### config.mk
export PLATFORM = sky130hd
export DESIGN_NAME = rpdc_sqrt
export DESIGN_NICKNAME = d
export VERILOG_FILES = /design/src/rtl/rpdc_pkg.sv /design/src/rtl/rpdc_sqrt.sv
export SDC_FILE = /design/constraint.sdc
export NUM_CORES = 2
export LEC_CHECK = 0
export BUFFER_PORTS_ARGS = -buffer_cell sky130_fd_sc_hd__buf_2
export CORE_UTILIZATION = 60
export DETAILED_ROUTE_END_ITERATION = 10
export GPL_TIMING_DRIVEN = 0
export HOLD_SLACK_MARGIN = 0.12
export PLACE_DENSITY_LB_ADDON = 0.2
export SLEW_MARGIN = 25
export SYNTH_ARGS = -nofsm -noshare
export SYNTH_HDL_FRONTEND = slang
export SYNTH_MEMORY_MAX_BITS = 65536
export SYNTH_SLANG_ARGS = --single-unit
### constraint.sdc
create_clock -name clk -period 7.7 [get_ports clk]
set_input_delay 2.31 -clock clk [delete_from_list [all_inputs] [get_ports clk]]
set_output_delay 2.31 -clock clk [all_outputs]
set_load 0.02 [all_outputs]
### src/rtl/rpdc_pkg.sv
// -----------------------------------------------------------------------------
// rpdc_pkg - shared types and constants for ray-to-planar depth correction
// Field widths, fixed-point formats, pipeline sizes and register codes.
// -----------------------------------------------------------------------------
package rpdc_pkg;

	localparam int DEPTH_W     = 16;
	localparam int PIX_W       = 12;
	localparam int WIDTH_W     = 13;
	localparam int CENTER_W    = 16;
	localparam int INVF_W      = 24;
	localparam int CFG_DATA_W  = 24;
	localparam int CFG_IDX_W   = 3;
	localparam int DATA_W      = DEPTH_W + 2 * PIX_W;
	localparam int MAX_DIM     = 4096;

	localparam int SUBPIX_W    = 4;
	localparam int MAG_W       = CENTER_W;
	localparam int CPROD_W     = MAG_W + INVF_W;
	localparam int COORD_SH    = 12;
	localparam int COORD_W     = CPROD_W - COORD_SH;
	localparam int SQ_W        = 2 * COORD_W;
	localparam int RAD_W       = SQ_W + 2;
	localparam int ROOT_W      = RAD_W / 2;
	localparam int SQRT_STEPS  = ROOT_W;
	localparam int SREM_W      = ROOT_W + 3;
	localparam int FRAC_W      = 16;
	localparam int NORM_FRAC_W = 24;
	localparam int NORM_W      = NORM_FRAC_W + 1;
	localparam int DIV_STEPS   = NORM_W;
	localparam int NUM_W       = NORM_FRAC_W + FRAC_W + 1;
	localparam int DREM_W      = ROOT_W + 1;
	localparam int DPROD_W     = DEPTH_W + NORM_W;

	localparam logic [CPROD_W-1:0] COORD_HALF = CPROD_W'(1) << (COORD_SH - 1);
	localparam logic [RAD_W-1:0]   RAD_ONE    = RAD_W'(1) << (2 * FRAC_W);
	localparam logic [NORM_W-1:0]  NORM_ONE   = NORM_W'(1) << NORM_FRAC_W;
	localparam logic [DPROD_W-1:0] DEPTH_HALF = DPROD_W'(1) << (NORM_FRAC_W - 1);

	localparam logic [WIDTH_W-1:0]  RST_IMAGE_WIDTH = 13'd640;
	localparam logic [CENTER_W-1:0] RST_CENTER_X    = 16'd5120;
	localparam logic [CENTER_W-1:0] RST_CENTER_Y    = 16'd3840;
	localparam logic [INVF_W-1:0]   RST_INV_FOCAL_X = 24'd31457;
	localparam logic [INVF_W-1:0]   RST_INV_FOCAL_Y = 24'd31457;

	typedef enum logic [CFG_IDX_W-1:0] {
		REG_IMAGE_WIDTH = 3'd0,
		REG_CENTER_X    = 3'd1,
		REG_CENTER_Y    = 3'd2,
		REG_INV_FOCAL_X = 3'd3,
		REG_INV_FOCAL_Y = 3'd4
	} cfg_reg_t;

	typedef struct packed {
		logic [DEPTH_W-1:0] depth;
		logic [PIX_W-1:0]   row;
		logic [PIX_W-1:0]   mcol;
	} side_t;

endpackage

### src/rtl/rpdc_sqrt.sv
// -----------------------------------------------------------------------------
// rpdc_sqrt - pipelined integer square root
// Restoring digit-by-digit root, one result bit per register stage.
// -----------------------------------------------------------------------------
module rpdc_sqrt (
	input  logic                        clk,
	input  logic                        arst_n,
	input  logic                        en,
	input  logic                        rad_valid,
	input  rpdc_pkg::side_t             rad_side,
	input  logic [rpdc_pkg::RAD_W-1:0]  rad,
	output logic                        root_valid,
	output rpdc_pkg::side_t             root_side,
	output logic [rpdc_pkg::ROOT_W-1:0] root
);
	import rpdc_pkg::*;

	logic              vld_s  [SQRT_STEPS];
	side_t             side_s [SQRT_STEPS];
	logic [RAD_W-1:0]  rad_s  [SQRT_STEPS];
	logic [SREM_W-1:0] rem_s  [SQRT_STEPS];
	logic [ROOT_W-1:0] root_s [SQRT_STEPS];

	for (genvar i = 0; i < SQRT_STEPS; i++) begin : g_step
		localparam int K = SQRT_STEPS - 1 - i;
		logic              vld_c;
		side_t             side_c;
		logic [RAD_W-1:0]  rad_c;
		logic [SREM_W-1:0] rem_c;
		logic [ROOT_W-1:0] root_c;
		logic [SREM_W-1:0] shift_c;
		logic [SREM_W-1:0] trial_c;
		logic              ge_c;

		if (i == 0) begin : g_first
			assign vld_c  = rad_valid;
			assign side_c = rad_side;
			assign rad_c  = rad;
			assign rem_c  = '0;
			assign root_c = '0;
		end else begin : g_next
			assign vld_c  = vld_s[i-1];
			assign side_c = side_s[i-1];
			assign rad_c  = rad_s[i-1];
			assign rem_c  = rem_s[i-1];
			assign root_c = root_s[i-1];
		end

		assign shift_c = {rem_c[SREM_W-3:0], rad_c[2*K+1 -: 2]};
		assign trial_c = {1'b0, root_c, 2'b01};
		assign ge_c    = shift_c >= trial_c;

		always_ff @(posedge clk or negedge arst_n) begin
			if (!arst_n) begin
				vld_s[i] <= 1'b0;
			end else if (en) begin
				vld_s[i] <= vld_c;
			end
		end

		always_ff @(posedge clk) begin
			if (en) begin
				side_s[i] <= side_c;
				rad_s[i]  <= rad_c;
				rem_s[i]  <= ge_c ? shift_c - trial_c : shift_c;
				root_s[i] <= {root_c[ROOT_W-2:0], ge_c};
			end
		end
	end

	assign root_valid = vld_s[SQRT_STEPS-1];
	assign root_side  = side_s[SQRT_STEPS-1];
	assign root       = root_s[SQRT_STEPS-1];

`ifndef SYNTHESIS
	a_root_min: assert property (@(posedge clk) disable iff (!arst_n)
		root_valid |-> root[ROOT_W-1:FRAC_W] != '0)
		else $error("root below one");
`endif

endmodule

==> out/qor.txt <==
Drt total wl -> 232 mm
Vias post-DR -> 68,600
Switching part of the total power -> 25.1%
Clk_skew -> 99.4 ps
Input/output buffers -> 171
Clk Tree Root Cell -> clkbuf_16
Worst-Margin Slew -> 1050 ps
Critical path peak fanout -> 146
Core area -> 0.215 mm²
GRT Residual Overflow -> 0
Final hold vios -> 0
Cell area after synthesis -> 0.130 mm²
CP Launch Type -> primary input
Hold buffers post-CTS -> 0
Synth Instances -> 8,509
Clock power frac -> 34.9%
CTS tree -> yes
Setup-failing EPs final -> 0
Fin nets -> 9,611
Reg clk slew, reported paths -> 60 ps
CP required -> 8250 ps
Lkg Pwr -> 54.0 nW
Cell count after placement -> 11,500
Drt via density -> 5.65
Most frequent cell after synthesis -> edfxtp_1
Sw Pwr -> 0.0112 W
Setup Total Neg Slack -> 0 ps
Fin util -> 67.8%
Chip width -> 468 µm
Site Rows -> 170
Area grow syn2layout -> 12.0%
Synth Flop Type -> edfxtp_1
PD cells -> 304 mW/mm²
# DRC -> 0
Internal power -> 0.0333 W
Top cell type's share of synthesized area -> 73.8%
Setup crit end kind -> flop
Slew Limit Fails -> 0
Placed cell areas -> 0.136 mm²
Fin crit share -> 92.8%
Post-synth top area cell -> edfxtp_1
Proportion of synthesized chip area in sequential cells -> 74.3%
First-pass GRT wire length -> 366 mm
Synth top area cells -> edfxtp_1 (74%), ha_1 (4.5%), xor2_1 (2.3%)
CTS Buf Count -> 336
Post-cts sizing count -> 0
Total power -> 0.0444 W
Syn Nets -> 9,077
Setup bufs post-CTS -> 0
DIE AREA -> 0.219 mm²
Commonest cells post-synth -> edfxtp_1 (3,205), nand2_1 (590), inv_1 (575)
Post-Layout Cell Count -> 12,100
Final Cell Area -> 0.146 mm²
Drt pass-1 iters -> 5
Final min period -> 7150 ps
Post-route ant nets -> 0
Status -> finished, final reports clean
Initial Util -> 60.6%
Die height -> 468 µm
I/O pin cnt -> 172
Layout cell share with drive strength beyond 1 -> 8.41%
Largest net degree at the start of global routing -> 151
Post-Syn Area per Cell -> 15.3 µm²
CP Class -> in2reg
Worst skew pair latency -> 940 ps
Worst VDD drop -> 0.280 mV
Drt wl/cell -> 19.2 µm
EDFF count, synth -> 3,205
Max_cap viols -> 0
H-tree Lvls -> 5
# fillers -> 14,400
Gpl congestion -> 0.901
Slew headroom -> 29.8%
GRT Total Usage -> 21.3%
Fmax -> 140 MHz
Yosys warning count -> 0
Distinct cell type count after synthesis -> 90
Flop pwr share -> 51.1%
Number of global-route vias before repair -> 67,700
Async set-or-reset flop fraction in the synthesized netlist -> 0.897%
Initial antenna violation count -> 2
WP data arrival -> 7700 ps
Post-DP HPWL -> 155 mm
Comb power frac -> 14.1%
Hold/Removal Path Class -> reg2reg
Sink Count -> 3,234
Maximum buffer depth of the clock tree -> 4
Initial DRC Count -> 5,855
RSZ-0062 raised after global routing -> no
Synth Register Bits -> 3,234
-- sequential cells by signal (all words and copies together), names as in the netlist --
name / cells
g_step.vld_c: 28
root_s: 435
rem_s: 798
rad_s: 812
root_valid: 1
side_s: 1160
-- placed cells by master (no fill, tap or decap), drive strengths merged, types with 19 or more instances in the layout --
cell type	netlist	layout
edfxtp	3205	3205
nand2	591	591
inv	577	586
clkbuf	118	523
o21ai	474	474
ha	466	466
nor2	415	415
a21oi	397	397
xor2	343	343
xnor2	318	318
buf	21	217
nor3	173	173
a21o	172	172
clkinv	1	125
nor4	107	107
nand3	98	98
o21a	83	83
nand2b	77	77
mux2	68	68
or3	64	64
nand4	62	62
nor2b	60	60
or4	56	56
a211oi	52	52
o31ai	51	51
a31oi	39	39
o21bai	39	39
o211ai	36	36
bufinv	0	30
dfrtp	29	29
and3	27	27
or2	25	25
and2	24	24
a21boi	19	19
-- worst max-delay path, cell delays in order --
cell	delay (ps)
buf_12	350
buf_16	370
buf_16	440
buf_16	510
buf_16	420
buf_16	460
buf_16	520
buf_16	550
buf_16	520
buf_16	510
-- final timing paths --
kind | end | start | slack, ps | depth (start not counted)
hold reg to reg | side_s[2][267]$_DFFE_PP_ | side_s[2][227]$_DFFE_PP_ | 380 | 0
max in group asynchronous | g_step[18].vld_c$_DFFE_PN0P_ | arst_n | 5860 | 1
min in group asynchronous | g_step[27].vld_c$_DFFE_PN0P_ | arst_n | 1400 | 1
setup reg to reg | rem_s[23][23]$_DFFE_PP_ | rad_s[5][127]$_DFFE_PP_ | 3010 | 13
setup / recovery | side_s[3][102]$_DFFE_PP_ | en | 550 | 10
hold / removal | side_s[2][267]$_DFFE_PP_ | side_s[2][227]$_DFFE_PP_ | 380 | 0
-- routing by layer --
layer  GRT usage, %  part of all wire [%]
met5              0                     0
met4           8.75                   4.0
met3           3.12                   4.5
met2           35.6                    49
met1           28.0                    42
-- power groups by stage --
stage                     combinational, W  sequential, W  clock (W)
final                              0.00626         0.0227     0.0155
after global routing               0.00700         0.0229     0.0166
after CTS                          0.00624         0.0227     0.0159
after detailed placement           0.00618         0.0230          0
after global placement             0.00604         0.0247          0
after floorplan                    0.00446         0.0226          0
-- kinds of logic (layout without fill, tap and decap cells) --
group           after synthesis  in the layout  share of synthesized area (%)
xor+xnor                    661            661                           4.44
simple gates               1852           1852                           6.91
buf+inv                     717           1498                           2.08
mux                          73             73                          0.625
flops                      3234           3234                           74.3
fa+ha+maj                   466            466                           4.47
other cells                   1              4                        0.00288
compound gates             1505           1505                           7.13
-- metrics by stage --
step | hold WS [ps] | setup slack, ps
floorplan | 400 | 4220
global route | 369 | 133
detailed placement | 405 | -524
CTS | 369 | 489
global placement | 400 | -45120
finish | 377 | 554
-- final cells by class --
type                            count  area, µm²  area share [%]
Inverter                          578       2170            1.49
Buffer                            139        538           0.368
Timing Repair Buffer              196       1560            1.07
Tap cell                         2838       3550            2.43
Clock inverter                    180       1750            1.20
Multi-Input combinational cell   4558      30800            21.1
Sequential cell                  3234      97000            66.4
Antenna cell                        3       7.51         0.00514
Clock buffer                      405       8740            5.98
Note: power is estimated with default switching activity, not from simulation.
