File: src/rtl/rpdc_pkg.sv
// -----------------------------------------------------------------------------
// rpdc_pkg - shared types and constants for ray-to-planar depth correction
// Field widths, fixed-point formats, pipeline sizes and register codes.
// -----------------------------------------------------------------------------
package rpdc_pkg;

	localparam int DEPTH_W     = 16;
	localparam int PIX_W       = 12;
	localparam int WIDTH_W     = 13;
	localparam int CENTER_W    = 16;
	localparam int INVF_W      = 24;
	localparam int CFG_DATA_W  = 24;
	localparam int CFG_IDX_W   = 3;
	localparam int DATA_W      = DEPTH_W + 2 * PIX_W;
	localparam int MAX_DIM     = 4096;

	localparam int SUBPIX_W    = 4;
	localparam int MAG_W       = CENTER_W;
	localparam int CPROD_W     = MAG_W + INVF_W;
	localparam int COORD_SH    = 12;
	localparam int COORD_W     = CPROD_W - COORD_SH;
	localparam int SQ_W        = 2 * COORD_W;
	localparam int RAD_W       = SQ_W + 2;
	localparam int ROOT_W      = RAD_W / 2;
	localparam int SQRT_STEPS  = ROOT_W;
	localparam int SREM_W      = ROOT_W + 3;
	localparam int FRAC_W      = 16;
	localparam int NORM_FRAC_W = 24;
	localparam int NORM_W      = NORM_FRAC_W + 1;
	localparam int DIV_STEPS   = NORM_W;
	localparam int NUM_W       = NORM_FRAC_W + FRAC_W + 1;
	localparam int DREM_W      = ROOT_W + 1;
	localparam int DPROD_W     = DEPTH_W + NORM_W;

	localparam logic [CPROD_W-1:0] COORD_HALF = CPROD_W'(1) << (COORD_SH - 1);
	localparam logic [RAD_W-1:0]   RAD_ONE    = RAD_W'(1) << (2 * FRAC_W);
	localparam logic [NORM_W-1:0]  NORM_ONE   = NORM_W'(1) << NORM_FRAC_W;
	localparam logic [DPROD_W-1:0] DEPTH_HALF = DPROD_W'(1) << (NORM_FRAC_W - 1);

	localparam logic [WIDTH_W-1:0]  RST_IMAGE_WIDTH = 13'd640;
	localparam logic [CENTER_W-1:0] RST_CENTER_X    = 16'd5120;
	localparam logic [CENTER_W-1:0] RST_CENTER_Y    = 16'd3840;
	localparam logic [INVF_W-1:0]   RST_INV_FOCAL_X = 24'd31457;
	localparam logic [INVF_W-1:0]   RST_INV_FOCAL_Y = 24'd31457;

	typedef enum logic [CFG_IDX_W-1:0] {
		REG_IMAGE_WIDTH = 3'd0,
		REG_CENTER_X    = 3'd1,
		REG_CENTER_Y    = 3'd2,
		REG_INV_FOCAL_X = 3'd3,
		REG_INV_FOCAL_Y = 3'd4
	} cfg_reg_t;

	typedef struct packed {
		logic [DEPTH_W-1:0] depth;
		logic [PIX_W-1:0]   row;
		logic [PIX_W-1:0]   mcol;
	} side_t;

endpackage

File: src/rtl/rpdc_div.sv
// -----------------------------------------------------------------------------
// rpdc_div - pipelined reciprocal of the root
// Rounded 2^40 / root by restoring division, one quotient bit per stage.
// -----------------------------------------------------------------------------
module rpdc_div (
	input  logic                        clk,
	input  logic                        arst_n,
	input  logic                        en,
	input  logic                        root_valid,
	input  rpdc_pkg::side_t             root_side,
	input  logic [rpdc_pkg::ROOT_W-1:0] root,
	output logic                        norm_valid,
	output rpdc_pkg::side_t             norm_side,
	output logic [rpdc_pkg::NORM_W-1:0] norm
);
	import rpdc_pkg::*;

	logic              vld_s  [DIV_STEPS];
	side_t             side_s [DIV_STEPS];
	logic [NUM_W-1:0]  num_s  [DIV_STEPS];
	logic [ROOT_W-1:0] dvs_s  [DIV_STEPS];
	logic [DREM_W-1:0] rem_s  [DIV_STEPS];
	logic [NORM_W-1:0] quo_s  [DIV_STEPS];

	for (genvar i = 0; i < DIV_STEPS; i++) begin : g_step
		localparam int J = DIV_STEPS - 1 - i;
		logic              vld_c;
		side_t             side_c;
		logic [NUM_W-1:0]  num_c;
		logic [ROOT_W-1:0] dvs_c;
		logic [DREM_W-1:0] rem_c;
		logic [NORM_W-1:0] quo_c;
		logic [DREM_W-1:0] shift_c;
		logic [DREM_W-1:0] dext_c;
		logic              ge_c;

		if (i == 0) begin : g_first
			assign vld_c  = root_valid;
			assign side_c = root_side;
			assign dvs_c  = root;
			assign num_c  = {1'b1, {(NUM_W-ROOT_W){1'b0}}, root[ROOT_W-1:1]};
			assign rem_c  = {{(DREM_W-(NUM_W-DIV_STEPS)){1'b0}}, num_c[NUM_W-1:DIV_STEPS]};
			assign quo_c  = '0;
		end else begin : g_next
			assign vld_c  = vld_s[i-1];
			assign side_c = side_s[i-1];
			assign dvs_c  = dvs_s[i-1];
			assign num_c  = num_s[i-1];
			assign rem_c  = rem_s[i-1];
			assign quo_c  = quo_s[i-1];
		end

		assign shift_c = {rem_c[DREM_W-2:0], num_c[J]};
		assign dext_c  = {1'b0, dvs_c};
		assign ge_c    = shift_c >= dext_c;

		always_ff @(posedge clk or negedge arst_n) begin
			if (!arst_n) begin
				vld_s[i] <= 1'b0;
			end else if (en) begin
				vld_s[i] <= vld_c;
			end
		end

		always_ff @(posedge clk) begin
			if (en) begin
				side_s[i] <= side_c;
				num_s[i]  <= num_c;
				dvs_s[i]  <= dvs_c;
				rem_s[i]  <= ge_c ? shift_c - dext_c : shift_c;
				quo_s[i]  <= {quo_c[NORM_W-2:0], ge_c};
			end
		end
	end

	assign norm_valid = vld_s[DIV_STEPS-1];
	assign norm_side  = side_s[DIV_STEPS-1];
	assign norm       = quo_s[DIV_STEPS-1];

`ifndef SYNTHESIS
	a_norm_max: assert property (@(posedge clk) disable iff (!arst_n)
		norm_valid |-> norm <= NORM_ONE)
		else $error("norm factor above one");
`endif

endmodule

File: config.mk
export PLATFORM = sky130hd
export DESIGN_NAME = rpdc_div
export DESIGN_NICKNAME = d
export VERILOG_FILES = /design/src/rtl/rpdc_pkg.sv /design/src/rtl/rpdc_div.sv
export SDC_FILE = /design/constraint.sdc
export NUM_CORES = 2
export LEC_CHECK = 0
export ABC_AREA = 0
export BUFFER_PORTS_ARGS = -buffer_cell sky130_fd_sc_hd__buf_2
export CORE_ASPECT_RATIO = 1.75
export CORE_MARGIN = 2
export CORE_UTILIZATION = 57
export DETAILED_ROUTE_END_ITERATION = 12
export PLACE_DENSITY = 0.74
export SLEW_MARGIN = 20
export SYNTH_ARGS = -nofsm -noshare
export SYNTH_HDL_FRONTEND = slang
export SYNTH_MEMORY_MAX_BITS = 65536
export SYNTH_SLANG_ARGS = --single-unit
File: constraint.sdc
create_clock -name clk -period 3.8 [get_ports clk]
set_clock_uncertainty 0.15 [all_clocks]
set_input_delay 0.76 -clock clk [delete_from_list [all_inputs] [get_ports clk]]
set_output_delay 0.76 -clock clk [all_outputs]
set_load 0.1 [all_outputs]
==> results.json <==
{
  "status": "finished with violations",
  "failed_checks": "negative setup slack",
  "synthMuxAreaShare_pct": 2.906,
  "rr_startpoint": "dvs_s[0][164]",
  "period_minus_slack_ps": 4004,
  "gp_congestion": 1.090,
  "tns_ps": -10070,
  "cp.arrival_ps": 4510,
  "startpoint_type": "flip-flop",
  "startpoint": "dvs_s[0][164]",
  "synth_xor_area_share_pct": 3.934,
  "cp.required_ps": 4300,
  "critPathMaxFanout": 11,
  "power.leakage_nw": 62.75,
  "grt_usage_pct": 33.72,
  "antenna_found_initial": 13,
  "fin_ws_ps": -203.9,
  "cts.sinks": 2742,
  "drv_cap": 0,
  "place_ws_ps": -644.0,
  "ys_ff_latch": 2742,
  "wl_met1_um": 91390,
  "worst_setup_path_end_kind": "flip-flop",
  "rr_worst_depth": 16,
  "wirelength_um": 388100,
  "cp.depth": 16,
  "synth_compound_area_share_pct": 10.77,
  "r2r_end": "rem_s[0][183]",
  "area_delta_synth_final_pct": 23.15,
  "cts_tree": "built",
  "synth_edf_count": 2717,
  "grt_max_degree": 147,
  "yosys_warnings": 0,
  "synth_area_sq_um": 126000,
  "cts_made_buffers": 241,
  "synth_fp_nets": 10087,
  "drv_slew": 0,
  "cts_max_level": 4,
  "setup_violations": 113,
  "wl_met2_um": 222500,
  "synth-adder-area-share_pct": 7.332,
  "postRouteAntennaNets": 0,
  "fp.dieH_um": 626.0,
  "grt_pass1_wl_um": 547300,
  "synthDistinctLibCells": 102,
  "wl_per_cell_um": 27.34,
  "finalCritPeriodShare_pct": 105.4,
  "clockBufferDepth": 4,
  "min_from": "root[26]",
  "final_cell_area_sq_um": 155200,
  "num_rows": 228,
  "crit_slowest_cell": "edfxtp_1",
  "seq_area_frac_synth_pct": 65.25,
  "synth_top_area_share_pct": 64.75,
  "hold_viol_final": 0,
  "tightest_slew_ps": 1157,
  "ys.flop_type": "edfxtp_1",
  "path_buf_inv": 4,
  "crit_chain": "inv_2 > ha_4 > inv_2 > fa_2 > a21o_1 > a221oi_2 > o21bai_2 > a41o_1 > a311o_2 > nand2_4 > nor2_4 > nor4_4 > o21ai_4 > buf_12 > buf_12 > mux2_4",
  "core_area_sq_um": 219900,
  "avgSynthCellArea_sq_um": 13.56,
  "synth_cells": 9290,
  "powerDensity_nw_per_um2": 865.0,
  "power.total_mw": 134.2,
  "io_buffers": 138,
  "slowest_delay_ps": 420,
  "nets": 11880,
  "yosysMostFrequentCell": "edfxtp_1",
  "cp_top_family": "compound AO/OA/AOI/OAI gates",
  "firstDrtPassIters": 6,
  "ff2ff_setup_slack_ps": -200,
  "synth.largest_area_cell": "edfxtp_1",
  "critical_path_class": "flip-flop to flip-flop",
  "async_flop_share_pct": 0.9117,
  "synth_top_family_by_area": "compound AO/OA/AOI/OAI gates",
  "fmax_mhz": 249.8,
  "initialDrtViolationCount": 5223,
  "wl_met3_um": 12890,
  "dpl.hpwl_um": 276100,
  "viasPerCell": 5.909,
  "drive_gt1_share_pct": 25.27,
  "max_slew_margin_pct": 22.40,
  "die_x_um": 359.4,
  "clk_latency_ps": 980,
  "clock_tree.root_cell": "clkbuf_16",
  "die_area_sq_um": 225000,
  "synth_common_cells": "2717 x edfxtp_1, 887 x inv_1, 700 x ha_1",
  "dpl_cell_area_sq_um": 139600,
  "initial_core_util_pct": 57.29,
  "synthTopCellsByArea": "edfxtp_1 65%, ha_1 7.0%, a21oi_1 2.8%, inv_1 2.6%, xnor2_1 2.5%",
  "grt_setup_unrepaired": "yes",
  "endpoint": "rem_s[0][183]",
  "post-route-drc-count": 0,
  "clkTransAtPathRegs_ps": 70,
  "grt-ovfl-total": 0,
  "ir_worst_vdd_uv": 667.3,
  "yosys.area_share.simple_pct": 6.588,
  "top_layer": "met5",
  "n_fill_cell": 14554,
  "ios": 139,
  "via_count": 83874,
  "hp-class": "input pin to flip-flop",
  "grt_pass1_vias": 90567
}
==> area by class of cell <==
type                    instances  area, sq um  share of cell area (%)
inverters                     889         3366                   2.169
repair buffers               1708        14910                   9.610
clock inverters               158         1702                   1.097
multi-input cells            5501        43060                   27.75
flip-flops and latches       2742        82210                   52.98
well taps                    2875         3597                   2.318
clock buffers                 285         6227                   4.013
diodes                         36        90.09                 0.05806
==> worst min-delay path by stage <==
stage	endpoint	slack [ps]	cells past startpoint
after detailed placement	quo_s[13][5]	250	0
final	dvs_s[0][26]	50	1
after CTS	dvs_s[0][26]	2	1
after global placement	side_s[1][204]	250	0
after floorplan	quo_s[10][10]	250	0
after global routing	dvs_s[0][26]	20	1
==> per-layer routing <==
layer,vias up,global-route usage (%)
li1,38165,-
met1,40773,21.58
met2,2949,68.63
met3,1985,4.411
met4,2,42.92
met5,-,0
==> cell families after synthesis <==
| kind of cell | after synthesis |
|---|---|
| buf+inv | 1047 |
| fa+ha+maj | 724 |
| flops | 2742 |
| simple gates | 1752 |
| mux | 318 |
| xor+xnor | 566 |
| compound gates | 2141 |
==> layout by cell type (no fill, tap or decap), types with 255 or more instances in the layout <==
| cell type | instances |
|---|---|
| inv_1 | 835 |
| nand2_1 | 500 |
| clkbuf_16 | 255 |
| edfxtp_1 | 2717 |
| nor2_1 | 469 |
| ha_1 | 653 |
| a21oi_1 | 621 |
| xnor2_1 | 355 |
| a21o_1 | 343 |
| o21ai_0 | 348 |
| buf_4 | 1308 |
==> flip-flops by register name, summed over array words and instances, names as in the netlist <==
name,count
dvs_s,693
g_step.vld_c,24
norm_valid,1
num_s,3
quo_s,325
rem_s,696
side_s,1000
==> worst register-to-register path, cell delays in order (launching register included) <==
cell and delay, ps:
edfxtp_1 420, inv_2 110, ha_4 150, inv_2 40
fa_2 360, a21o_1 210, a221oi_2 270, o21bai_2 160
a41o_1 320, a311o_2 390, nand2_4 100, nor2_4 40
nor4_4 190, o21ai_4 110, buf_12 220, buf_12 160
mux2_4 330
==> power breakdown <==
part | internal, mW | switching, mW
registers | 41.4 | 4.11
logic | 29.7 | 33.8
clock network | 13.9 | 11.4
total | 84.9 | 49.3
==> per-stage QoR <==
| step | hold WS (ps) | std cells | utilization [%] |
|---|---|---|---|
| after floorplan | 250.3 | 9290 | - |
| after global placement | 250.0 | 13345 | 63.48 |
| after detailed placement | 254.5 | 13345 | 63.48 |
| after CTS | 1.744 | 14052 | 69.31 |
| after global routing | 19.65 | 14176 | 70.53 |
| final | 52.32 | 14194 | 70.55 |
==> timing repair <==
item	in CTS	in global routing
setup buffers	180	122
hold buffers	70	0
hold endpoints to repair	94	0
gates cloned	27	14
pin swaps	181	232
setup endpoints to repair	633	556
resized for setup	473	445
No activity file was read; power rests on OpenSTA's default activity.
